[src/rtl/dbpi_pkg.sv]
// Shared constants and types for the dead-band PI light controller.
package dbpi_pkg;

	localparam int SAMPLE_W    = 12;
	localparam int DUTY_W      = 10;
	localparam int ERR_W       = 13;
	localparam int INTEG_W     = 16;
	localparam int PROP_SHIFT  = 3;
	localparam int INTEG_SHIFT = 5;

	localparam logic [ERR_W-1:0] DEF_BAND_UP   = 13'd1200;
	localparam logic [ERR_W-1:0] DEF_BAND_DOWN = 13'd1000;
	localparam logic [ERR_W-1:0] BAND_HALF     = 13'd100;
	localparam logic [ERR_W-1:0] TARGET_MIN    = 13'd200;
	localparam logic [ERR_W-1:0] TARGET_MAX    = 13'd4000;

	localparam logic signed [INTEG_W:0]   INTEG_LIMIT = 17'(999 << INTEG_SHIFT);
	localparam logic signed [INTEG_W-1:0] DUTY_MAX    = 16'sd999;

	typedef enum logic [0:0] {
		REG_TARGET_LEVEL = 1'b0,
		REG_LOOP_ENABLE  = 1'b1
	} reg_index_t;

	typedef logic signed [ERR_W-1:0] err_t;

	typedef struct packed {
		logic step;
		logic clear;
	} integ_ctl_t;

endpackage

[src/rtl/deadband_pi_light_controller.sv]
// Top level of the dead-band PI light controller.
//
// Usage:
//   Sensor samples arrive on the sample channel (sample_valid/sample_ready);
//   each word yields exactly one result word on the result channel
//   (result_valid/result_ready) carrying duty and active.
//   The configuration port writes target_level (index 0) or loop_enable
//   (index 1) whenever cfg_we is high; write only while idle.
//   A write that raises loop_enable clears the integrator.
//   Throughput: one sample per cycle unless the receiver stalls; an input
//   register and a result register sit around a single add-clamp-saturate
//   pass through the integrator, which carries state from one sample to
//   the next, and a sample moves from the input to the result register.
//   When the receiver stalls, the result register holds, the input
//   register fills, and sample_ready drops until result_ready returns.
//   While loop_enable is 0 results carry duty 0 and active 0 and the
//   integrator holds.
//   Reset clears both registers' valid flags, the integrator, the
//   enable flag and target_level.
module deadband_pi_light_controller (
	input  logic                        clk,
	input  logic                        arst_n,
	input  logic                        cfg_we,
	input  logic [0:0]                  cfg_index,
	input  logic [dbpi_pkg::SAMPLE_W-1:0] cfg_data,
	input  logic                        sample_valid,
	output logic                        sample_ready,
	input  logic [dbpi_pkg::SAMPLE_W-1:0] sample,
	output logic                        result_valid,
	input  logic                        result_ready,
	output logic [dbpi_pkg::DUTY_W-1:0] duty,
	output logic                        active
);

	logic [dbpi_pkg::SAMPLE_W-1:0] target_q;
	logic                          enable_q;
	logic                          valid_s1;
	logic [dbpi_pkg::SAMPLE_W-1:0] sample_s1;
	logic                          valid_s2;
	logic [dbpi_pkg::DUTY_W-1:0]   duty_s2;
	logic                          active_s2;
	logic                          out_free;
	logic                          step;
	dbpi_pkg::err_t                err;
	dbpi_pkg::integ_ctl_t          ctl;
	logic [dbpi_pkg::DUTY_W-1:0]   duty_c;
	logic                          wr_target;
	logic                          wr_enable;

	assign wr_target = cfg_we && (cfg_index == dbpi_pkg::REG_TARGET_LEVEL);
	assign wr_enable = cfg_we && (cfg_index == dbpi_pkg::REG_LOOP_ENABLE);

	always_ff @(posedge clk or negedge arst_n) begin
		if (!arst_n) begin
			target_q <= '0;
			enable_q <= 1'b0;
		end else begin
			if (wr_target)
				target_q <= cfg_data;
			if (wr_enable)
				enable_q <= cfg_data[0];
		end
	end

	assign out_free     = !valid_s2 || result_ready;
	assign sample_ready = !valid_s1 || out_free;
	assign step         = valid_s1 && out_free;

	always_ff @(posedge clk or negedge arst_n) begin
		if (!arst_n) begin
			valid_s1 <= 1'b0;
		end else if (sample_ready) begin
			valid_s1 <= sample_valid;
		end
	end

	always_ff @(posedge clk) begin
		if (sample_ready && sample_valid)
			sample_s1 <= sample;
	end

	dbpi_error u_error (
		.target_level (target_q),
		.sample       (sample_s1),
		.err          (err)
	);

	assign ctl.step  = step && enable_q;
	assign ctl.clear = wr_enable && cfg_data[0] && !enable_q;

	dbpi_integ u_integ (
		.clk    (clk),
		.arst_n (arst_n),
		.ctl    (ctl),
		.err    (err),
		.duty   (duty_c)
	);

	always_ff @(posedge clk or negedge arst_n) begin
		if (!arst_n) begin
			valid_s2 <= 1'b0;
		end else if (out_free) begin
			valid_s2 <= valid_s1;
		end
	end

	always_ff @(posedge clk) begin
		if (step) begin
			duty_s2   <= enable_q ? duty_c : '0;
			active_s2 <= enable_q;
		end
	end

	assign result_valid = valid_s2;
	assign duty         = duty_s2;
	assign active       = active_s2;

endmodule

[src/rtl/dbpi_error.sv]
// Band selection from the target and dead-band error of one sample.
module dbpi_error (
	input  logic [dbpi_pkg::SAMPLE_W-1:0] target_level,
	input  logic [dbpi_pkg::SAMPLE_W-1:0] sample,
	output dbpi_pkg::err_t                err
);

	logic [dbpi_pkg::ERR_W-1:0] t;
	logic [dbpi_pkg::ERR_W-1:0] s;
	logic [dbpi_pkg::ERR_W-1:0] up;
	logic [dbpi_pkg::ERR_W-1:0] down;
	logic                       in_range;

	assign t = dbpi_pkg::ERR_W'(target_level);
	assign s = dbpi_pkg::ERR_W'(sample);
	assign in_range = (t >= dbpi_pkg::TARGET_MIN) && (t <= dbpi_pkg::TARGET_MAX);

	always_comb begin
		if (in_range) begin
			up = t + dbpi_pkg::BAND_HALF;
			if (t > dbpi_pkg::BAND_HALF + dbpi_pkg::TARGET_MIN)
				down = t - dbpi_pkg::BAND_HALF;
			else
				down = dbpi_pkg::TARGET_MIN;
		end else begin
			up   = dbpi_pkg::DEF_BAND_UP;
			down = dbpi_pkg::DEF_BAND_DOWN;
		end
	end

	always_comb begin
		priority if (s > up)
			err = signed'(s - up);
		else if (s < down)
			err = signed'(s - down);
		else
			err = '0;
	end

endmodule

[src/rtl/dbpi_integ.sv]
// Clamped integrator and saturated duty computation.
module dbpi_integ (
	input  logic                        clk,
	input  logic                        arst_n,
	input  dbpi_pkg::integ_ctl_t        ctl,
	input  dbpi_pkg::err_t              err,
	output logic [dbpi_pkg::DUTY_W-1:0] duty
);

	logic signed [dbpi_pkg::INTEG_W-1:0] integ_q;
	logic signed [dbpi_pkg::INTEG_W:0]   sum;
	logic signed [dbpi_pkg::INTEG_W-1:0] integ_next;
	logic signed [dbpi_pkg::INTEG_W-1:0] p_term;
	logic signed [dbpi_pkg::INTEG_W-1:0] i_term;
	logic signed [dbpi_pkg::INTEG_W-1:0] o;

	assign sum = (dbpi_pkg::INTEG_W+1)'(integ_q) + (dbpi_pkg::INTEG_W+1)'(err);

	always_comb begin
		priority if (sum > dbpi_pkg::INTEG_LIMIT)
			integ_next = dbpi_pkg::INTEG_W'(dbpi_pkg::INTEG_LIMIT);
		else if (sum < -dbpi_pkg::INTEG_LIMIT)
			integ_next = dbpi_pkg::INTEG_W'(-dbpi_pkg::INTEG_LIMIT);
		else
			integ_next = dbpi_pkg::INTEG_W'(sum);
	end

	assign p_term = dbpi_pkg::INTEG_W'(err >>> dbpi_pkg::PROP_SHIFT);
	assign i_term = integ_next >>> dbpi_pkg::INTEG_SHIFT;
	assign o      = p_term + i_term;

	always_comb begin
		priority if (o < 0)
			duty = '0;
		else if (o > dbpi_pkg::DUTY_MAX)
			duty = dbpi_pkg::DUTY_W'(dbpi_pkg::DUTY_MAX);
		else
			duty = o[dbpi_pkg::DUTY_W-1:0];
	end

	always_ff @(posedge clk or negedge arst_n) begin
		if (!arst_n) begin
			integ_q <= '0;
		end else if (ctl.clear) begin
			integ_q <= '0;
		end else if (ctl.step) begin
			integ_q <= integ_next;
		end
	end

endmodule

[config.mk]
export PLATFORM = sky130hd
export DESIGN_NAME = deadband_pi_light_controller
export DESIGN_NICKNAME = d
export VERILOG_FILES = /design/src/rtl/dbpi_pkg.sv /design/src/rtl/deadband_pi_light_controller.sv /design/src/rtl/dbpi_error.sv /design/src/rtl/dbpi_integ.sv
export SDC_FILE = /design/constraint.sdc
export NUM_CORES = 1
export LEC_CHECK = 0
export BUFFER_PORTS_ARGS = -buffer_cell sky130_fd_sc_hd__buf_2
export CORE_MARGIN = 1.5
export CORE_UTILIZATION = 56
export CTS_BUF_LIST = sky130_fd_sc_hd__clkbuf_16
export DETAILED_ROUTE_END_ITERATION = 8
export HOLD_SLACK_MARGIN = 0.12
export PLACE_DENSITY_LB_ADDON = 0.25
export SYNTH_ARGS = -nofsm -noshare
export SYNTH_HDL_FRONTEND = slang
export SYNTH_SLANG_ARGS = --single-unit
[constraint.sdc]
create_clock -name clk -period 9.4 [get_ports clk]
set_input_delay 1.88 -clock clk [delete_from_list [all_inputs] [get_ports clk]]
set_output_delay 1.88 -clock clk [all_outputs]
set_load 0.05 [all_outputs]
==> flow_summary.json, run 1 <==
{
  "tightest_slew_ns": 1.23,
  "netlist_instances": 632,
  "cts_hold_buf": 0,
  "final_layout_size_suffix_gt1_share_pct": 19.2,
  "arrival_ns": 8.98,
  "area_delta_synth_final_pct": 13.5,
  "cp_max_fo": 11,
  "seq_area_frac_synth_pct": 26.5,
  "finalCoreUtilization_pct": 64.9,
  "ys_ff_latch": 54,
  "clock.fmax_mhz": 112,
  "worstHoldPathType": "flop to flop",
  "end_kind": "flop",
  "yosysTopAreaCellShare_pct": 14.0,
  "dieArea_mm2": 0.0105,
  "drv_cap": 0,
  "critPathMaxStageDelay_ns": 0.53,
  "final_hold_viol_count": 0,
  "synth_most_common_cell": "a21oi_1",
  "crit_path_start": "target_q[7]",
  "grt_overflow": 0,
  "die_width_um": 102,
  "path_class": "flop to flop",
  "setup_viol": 0,
  "core_mm2": 0.00968,
  "relSlewSlack_pct": 17.8,
  "n_fill_cell": 847,
  "yosysUniqueCellTypes": 77,
  "critPathLaunchType": "flop",
  "cts_buffers": 5,
  "clk_latency_ns": 0.30,
  "num_rows": 36,
  "layout_worst_path_cycle_share_pct": 94.9,
  "place_hpwl_um": 11100,
  "via_per_inst": 5.99,
  "die_y_um": 102,
  "grt_max_degree": 32,
  "synth_common_cells": "a21oi_1, ha_1, nand2_1",
  "grt_pass1_wl_um": 22600,
  "outcome": "completed",
  "fin_area_mm2": 0.00628,
  "ff2ff_setup_slack_ns": 0.47,
  "drtIter0Drc": 269,
  "worstRegToRegCells": 43,
  "gr-usage-all-layers_pct": 27.3,
  "initial_core_util_pct": 57.2,
  "gp_congestion": 0.955,
  "via_count": 4951,
  "synth.area.top_cells": "dfrtp_1, edfxtp_1, ha_1",
  "antenna_found_initial": 0,
  "remaining_drc_errors": 0,
  "antenna_cells": 0,
  "io_pins": 43,
  "synth_top_area_cell": "dfrtp_1",
  "dpl-instance-area_mm2": 0.00605,
  "port_buffers": 42,
  "synthFlopType": "dfrtp_1",
  "cts_tree": "built",
  "fin_skew_ns": 0.00926,
  "cts_root_buf": "clkbuf_16",
  "r2r_start": "target_q[7]",
  "first_global_vias": 4781,
  "cts_sinks": 54,
  "clk_path_buf_depth": 2,
  "cp_slowest_cell": "or4_1",
  "wire_per_inst_um": 16.8,
  "avgSynthCellArea_um2": 8.76,
  "finalWirelength_um": 13900,
  "layout.nets": 779,
  "syn-cell-area_mm2": 0.00554,
  "crit_path_end": "duty[2]",
  "cp.required_ns": 9.45,
  "synth_fp_nets": 719,
  "first_pass_iters": 6,
  "period_needed_ns": 8.93,
  "synth_edf_count": 23,
  "drv_slew": 0,
  "htreeDepth": 2,
  "antenna_left": 0,
  "path_clk_slew_ns": 0.07,
  "ys_async_sr_fraction_pct": 57.4,
  "yosysWarnings": 0,
  "reg2reg_to": "duty[2]"
}
[per-layer routing]
metal	up-vias	track usage (%)	part of all wire, %
met4	0	9.38	2.9
met5	-	0	0
li1	2481	-	-
met1	2328	33.6	44
met2	110	49.3	51
met3	32	3.01	2.6
[metrics by stage]
stage / setup WS [ns] / hold slack, ns / std cells / TNS [ns]
detailed placement: 0.0606 / 0.474 / 817 / 0
floorplan: 0.551 / 0.453 / 632 / 0
finish: 0.475 / 0.494 / 826 / 0
CTS: 0.0266 / 0.491 / 825 / 0
global route: -0.108 / 0.536 / 826 / -0.357
global placement: 0.234 / 0.473 / 817 / 0
[cell families after synthesis]
family	share of synthesized area [%]
buffers and inverters	3.59
muxes	2.62
adders and majority gates	14.2
AOI/OAI and AO/OA	26.0
and+or+nand+nor	20.0
DFF	26.5
xor gates and xnor gates	7.12
[what timing repair did]
item / CTS / global route
endpoints found under the setup margin: 1 / 10
pin swaps: 0 / 2
buffers inserted: 0 / 1
gates resized for setup: 1 / 23
[cells in the final DEF, fill, tap and decap left out, types with 14 or more instances in the layout]
cell,count
dfrtp_1,30
xnor2_1,22
ha_1,50
a21o_1,27
buf_4,33
inv_1,23
o21ai_0,35
a21oi_1,54
nand2_1,53
edfxtp_1,23
and2_1,14
nand3_1,15
xor2_1,23
buf_2,42
nand2b_1,19
nor2_1,36
[worst min path at each step]
stage | start | endpoint | slack [ns] | depth (start not counted)
3_3_place_gp | u_integ.integ_q[3] | u_integ.integ_q[3] | 0.47 | 2
6_report | u_integ.integ_q[2] | u_integ.integ_q[2] | 0.49 | 2
2_1_floorplan | u_integ.integ_q[4] | u_integ.integ_q[4] | 0.45 | 2
3_5_place_dp | u_integ.integ_q[4] | u_integ.integ_q[4] | 0.47 | 2
4_1_cts | u_integ.integ_q[4] | u_integ.integ_q[4] | 0.49 | 2
5_1_grt | u_integ.integ_q[5] | u_integ.integ_q[5] | 0.54 | 1
[flip-flops by register name (all words and copies together), names as in the netlist]
| name | cells |
|---|---|
| active | 1 |
| duty | 10 |
| enable_q | 1 |
| result_valid | 1 |
| sample_s1 | 12 |
| target_q | 12 |
| u_integ.integ_q | 16 |
| valid_s1 | 1 |
[cell type report]
class / count / area (um2) / share of cell area [%]
multi-input combinational: 532 / 3930 / 62.5
sequential: 54 / 1470 / 23.4
timing repair buffer: 75 / 458 / 7.29
tap: 133 / 166 / 2.65
clock buffer: 5 / 125 / 1.99
inverter: 24 / 95.1 / 1.51
clock inverter: 3 / 42.5 / 0.677
[critical path, delay by kind of cell, from the launching register on]
family | cells | cell delay (ns)
AOI/OAI and AO/OA | 18 | 3.15
muxes | 1 | 0.42
buffers and inverters | 4 | 0.36
adders and majority gates | 5 | 1.56
and+or+nand+nor | 15 | 2.71
DFF | 1 | 0.48
Power of run 1 is left out: the tool's default activity adds up to more than one toggle a clock period on the data nets, which glitch-free logic cannot reach.
==> run 2, diff against run 1 <==
Settings changed: CORE_UTILIZATION 56 to 32.
==> run 2 against run 1 <==
Via count decreased by 0.95%. Fmax fell by 0.28%. Routed wire length increased by 5.8%. Global-route usage decreased by 11 points. Register-to-register slack worse by 0.02 ns. Hold slack lost 0.0061 ns. Highest routed layer unchanged. Cell area is 2.0% higher. Flip-flop and latch count stayed put. Count of clock-buffer cells in the layout is the same. Cell count up 10%. Critical path depth is 4 lower. Clock skew hardly changed.
==> flow_summary.json, run 2 (same netlist as run 1, synthesis figures left out) <==
{
  "grt_max_degree": 32,
  "htreeDepth": 2,
  "met3_usage_pct": 2.21,
  "dpl-instance-area_mm2": 0.00611,
  "cts_buffers": 5,
  "core_mm2": 0.0168,
  "layout.nets": 775,
  "fin_skew_ns": 0.00962,
  "antenna_left": 0,
  "outcome": "completed",
  "fin_area_mm2": 0.00641,
  "clk_path_buf_depth": 2,
  "top_regs": "u_integ.integ_q (16), sample_s1 (12), target_q (12)",
  "finalWirelength_um": 14700,
  "ff2ff_setup_slack_ns": 0.45,
  "crit_path_start": "target_q[8]",
  "via_per_inst": 5.39,
  "place_hpwl_um": 11900,
  "antenna_cells": 0,
  "final_layout_size_suffix_gt1_share_pct": 19.3,
  "grt.busiest_layer": "met2",
  "cts_hold_buf": 0,
  "pre_cts_ws_ns": 0.0123,
  "period_needed_ns": 8.95,
  "initial_core_util_pct": 33.0,
  "largest_register_ffs": 16,
  "drtIter0Drc": 263,
  "tightest_slew_ns": 1.01,
  "worstRegToRegCells": 39,
  "first_pass_iters": 5,
  "fin_cells": 909,
  "worstHoldPathType": "flop to flop",
  "crit_path_end": "duty[2]",
  "cts_root_buf": "clkbuf_16",
  "drv_slew": 0,
  "num_rows": 47,
  "cts_tree": "built",
  "remaining_drc_errors": 0,
  "path_clk_slew_ns": 0.07,
  "cp_max_fo": 8,
  "r2r_start": "target_q[8]",
  "path_class": "flop to flop",
  "cts_sinks": 54,
  "io_pins": 43,
  "area_delta_synth_final_pct": 15.8,
  "port_buffers": 42,
  "place_inst": 898,
  "die_y_um": 135,
  "gp_congestion": 0.865,
  "first_global_vias": 4878,
  "fin_ws_ns": 0.450,
  "relSlewSlack_pct": 32.9,
  "cp_slowest_cell": "or4_1",
  "die_width_um": 135,
  "finalCoreUtilization_pct": 38.2,
  "antenna_found_initial": 0,
  "gr-usage-all-layers_pct": 16.4,
  "grtUsageMet2_pct": 29.4,
  "final_hold_viol_count": 0,
  "largest_register": "u_integ.integ_q",
  "arrival_ns": 9.00,
  "layout_worst_path_cycle_share_pct": 95.2,
  "clk_latency_ns": 0.30,
  "reg2reg_to": "duty[2]",
  "via_count": 4904,
  "end_kind": "flop",
  "setup_viol": 0,
  "critPathMaxStageDelay_ns": 0.56,
  "clock.fmax_mhz": 112,
  "drv_cap": 0,
  "final_cell_mix": "nand2_1, a21oi_1, ha_1, buf_2, o21ai_0",
  "dieArea_mm2": 0.0181,
  "grt_pass1_wl_um": 23900,
  "grt_overflow": 0,
  "critPathLaunchType": "flop",
  "cp.required_ns": 9.45,
  "met1_usage_pct": 20.5,
  "wire_per_inst_um": 16.1
}
[run 2: cell count changes in the layout (fill, tap and decap cells not counted), sizes merged]
cell | before | now
clkinv | 2 | 4
inv | 24 | 23
bufinv | 1 | 0
buf | 75 | 71
[run 2: routing by layer]
layer,vias up,routed length [um]
met4,0,344
met2,94,7240
met3,17,400
met5,-,0
li1,2466,-
met1,2327,6690
[run 2: repair_timing]
item | in CTS | in global routing
setup endpoints to repair | 1 | 10
hold endpoints to repair | 0 | 0
resized for setup | 1 | 32
pin swaps | 1 | 4
setup buffers | 1 | 2
[run 2: worst min-delay path by stage]
stage,end,startpoint,slack (ns),cells after the start
global route,u_integ.integ_q[4],u_integ.integ_q[4],0.52,2
detailed placement,u_integ.integ_q[4],u_integ.integ_q[4],0.47,2
floorplan,u_integ.integ_q[4],u_integ.integ_q[4],0.45,2
CTS,u_integ.integ_q[4],u_integ.integ_q[4],0.49,2
global placement,u_integ.integ_q[4],u_integ.integ_q[4],0.47,2
finish,u_integ.integ_q[4],u_integ.integ_q[4],0.49,2
[run 2: through the flow]
stage,hold WS (ns),TNS [ns]
2_1_floorplan,0.453,0
3_3_place_gp,0.472,0
3_5_place_dp,0.470,0
4_1_cts,0.490,0
5_1_grt,0.515,-0.104
6_report,0.488,0
[run 2: layout make-up]
type / count / area (um2)
Timing Repair Buffer: 71 / 428
Tap cell: 220 / 275
Sequential cell: 54 / 1470
Fill cell: 1731 / 10400
Multi-Input combinational cell: 532 / 4000
Inverter: 24 / 95.1
Clock buffer: 5 / 125
Clock inverter: 3 / 16.3
[run 2: worst max-delay path, delay by kind of cell (launching register included)]
| family | cells | cell delay (ns) |
|---|---|---|
| simple gates | 10 | 1.83 |
| compound gates | 17 | 3.64 |
| fa+ha+maj | 4 | 1.36 |
| flops | 1 | 0.43 |
| buf+inv | 7 | 0.99 |
| mux | 1 | 0.43 |
Power of run 2 is left out for the same reason.
==> run 3, diff against run 2 <==
Settings changed: BUFFER_PORTS_ARGS -buffer_cell sky130_fd_sc_hd__buf_2 to not set, DONT_BUFFER_PORTS set to 1.
==> run 3 against run 2 <==
Global-route usage rose by 0.33 points. Count of clock-buffer cells in the layout did not move. First-iteration DRC count rose by 2.7%. Cell count fell by 5.3%. Utilization fell by 1.5 points. Critical path depth rose by 5.
==> flow_summary.json, run 3 (same netlist as run 1, synthesis figures left out) <==
{
  "cp_max_fo": 9,
  "initial_core_util_pct": 33.0,
  "drtIter0Drc": 270,
  "htreeDepth": 2,
  "area_delta_synth_final_pct": 11.2,
  "port_buffers": 0,
  "gr-usage-all-layers_pct": 16.8,
  "layout.nets": 727,
  "cp.required_ns": 9.46,
  "cts_root_buf": "clkbuf_16",
  "grt_overflow": 0,
  "layout_worst_path_cycle_share_pct": 94.4,
  "cp_slowest_cell": "or4_1",
  "clk_path_buf_depth": 2,
  "final_cell_mix": "a21oi_1, nand2_1, ha_1, o21ai_0, nor2_1",
  "cts_tree": "built",
  "top_regs": "u_integ.integ_q (16), sample_s1 (12), target_q (12)",
  "arrival_ns": 8.93,
  "end_kind": "flop",
  "die_y_um": 135,
  "place_hpwl_um": 12000,
  "grt_max_degree": 32,
  "drv_cap": 0,
  "dpl-instance-area_mm2": 0.00587,
  "final_common_cell": "a21oi_1",
  "fin_skew_ns": 0.0121,
  "tightest_slew_ns": 1.03,
  "dieArea_mm2": 0.0181,
  "period_needed_ns": 8.88,
  "outcome": "completed",
  "first_global_vias": 4723,
  "die_width_um": 135,
  "antenna_cells": 0,
  "critPathLaunchType": "flop",
  "final_hold_viol_count": 0,
  "final_layout_size_suffix_gt1_share_pct": 13.9,
  "io_pins": 43,
  "antenna_left": 0,
  "cts_sinks": 54,
  "num_rows": 47,
  "cts_buffers": 5,
  "grt_pass1_wl_um": 24100,
  "antenna_found_initial": 0,
  "critPathMaxStageDelay_ns": 0.51,
  "setup_viol": 0,
  "finalWirelength_um": 14700,
  "wire_per_inst_um": 17.1,
  "path_clk_slew_ns": 0.08,
  "gp_congestion": 0.889,
  "via_per_inst": 5.54,
  "largest_register": "u_integ.integ_q",
  "relSlewSlack_pct": 31.0,
  "drv_slew": 0,
  "path_buf_inv": 4,
  "clk_latency_ns": 0.31,
  "remaining_drc_errors": 0,
  "crit_family": "compound AO/OA/AOI/OAI gates",
  "path_class": "flop to flop",
  "fin_area_mm2": 0.00616,
  "core_mm2": 0.0168,
  "first_pass_iters": 5,
  "worstHoldPathType": "flop to flop",
  "largest_register_ffs": 16,
  "clock.fmax_mhz": 113,
  "via_count": 4768
}
[run 3: cell count changes in the layout (fill, tap and decap cells not counted), moves of 2 or more]
cell     before  now
dfrtp_2       1    3
buf_4        29   23
buf_2        42    0
dfrtp_1      30   28
o21ai_1       7    5
[run 3: through the flow]
stage	TNS [ns]	hold WS (ns)	worst slack, ns	util (%)	instances
floorplan	0	0.453	0.551	-	632
global placement	0	0.473	0.0634	35.0	852
detailed placement	0	0.481	0.0129	35.0	852
CTS	0	0.498	0.00626	35.9	861
global route	-0.0397	0.525	-0.0204	36.7	861
finish	0	0.502	0.523	36.7	861
[run 3: worst reg2reg max path: cells and delay by family (launching register included)]
| kind | cells | cell delay (ns) |
|---|---|---|
| compound gates | 20 | 3.22 |
| simple gates | 14 | 2.77 |
| buf+inv | 4 | 0.39 |
| xor+xnor | 1 | 0.18 |
| flops | 1 | 0.46 |
| fa+ha+maj | 5 | 1.59 |
[run 3: repair_timing]
item,4_1_cts,5_1_grt
hold buffers,0,0
endpoints found under the hold margin,0,0
gates resized for setup,1,35
setup endpoints to repair,3,10
pin swaps,1,3
setup buffers,1,0
[run 3: final cells by class]
class / instances / area (um2)
Clock buffer: 5 / 125
Clock inverter: 3 / 16.3
Fill cell: 1717 / 10600
Inverter: 24 / 95.1
Multi-Input combinational cell: 532 / 4000
Sequential cell: 54 / 1470
Tap cell: 220 / 275
Timing Repair Buffer: 23 / 173
[run 3: worst paths after layout]
path | start | to | slack [ns] | cells past startpoint
setup reg to reg | target_q[9] | duty[3] | 0.52 | 44
max in group asynchronous | arst_n | target_q[2] | 8.05 | 0
setup / recovery | target_q[9] | duty[3] | 0.52 | 44
min in group asynchronous | arst_n | u_integ.integ_q[7] | 1.26 | 0
hold / removal | u_integ.integ_q[4] | u_integ.integ_q[4] | 0.50 | 2
hold reg to reg | u_integ.integ_q[4] | u_integ.integ_q[4] | 0.50 | 2
[run 3: per-layer routing]
layer	global-route usage [%]	routed length (um)	up-vias
li1	-	-	2362
met4	6.03	357	0
met5	0	0	-
met2	29.0	7240	101
met3	2.70	568	26
met1	21.1	6520	2279
Power of run 3 is left out for the same reason.
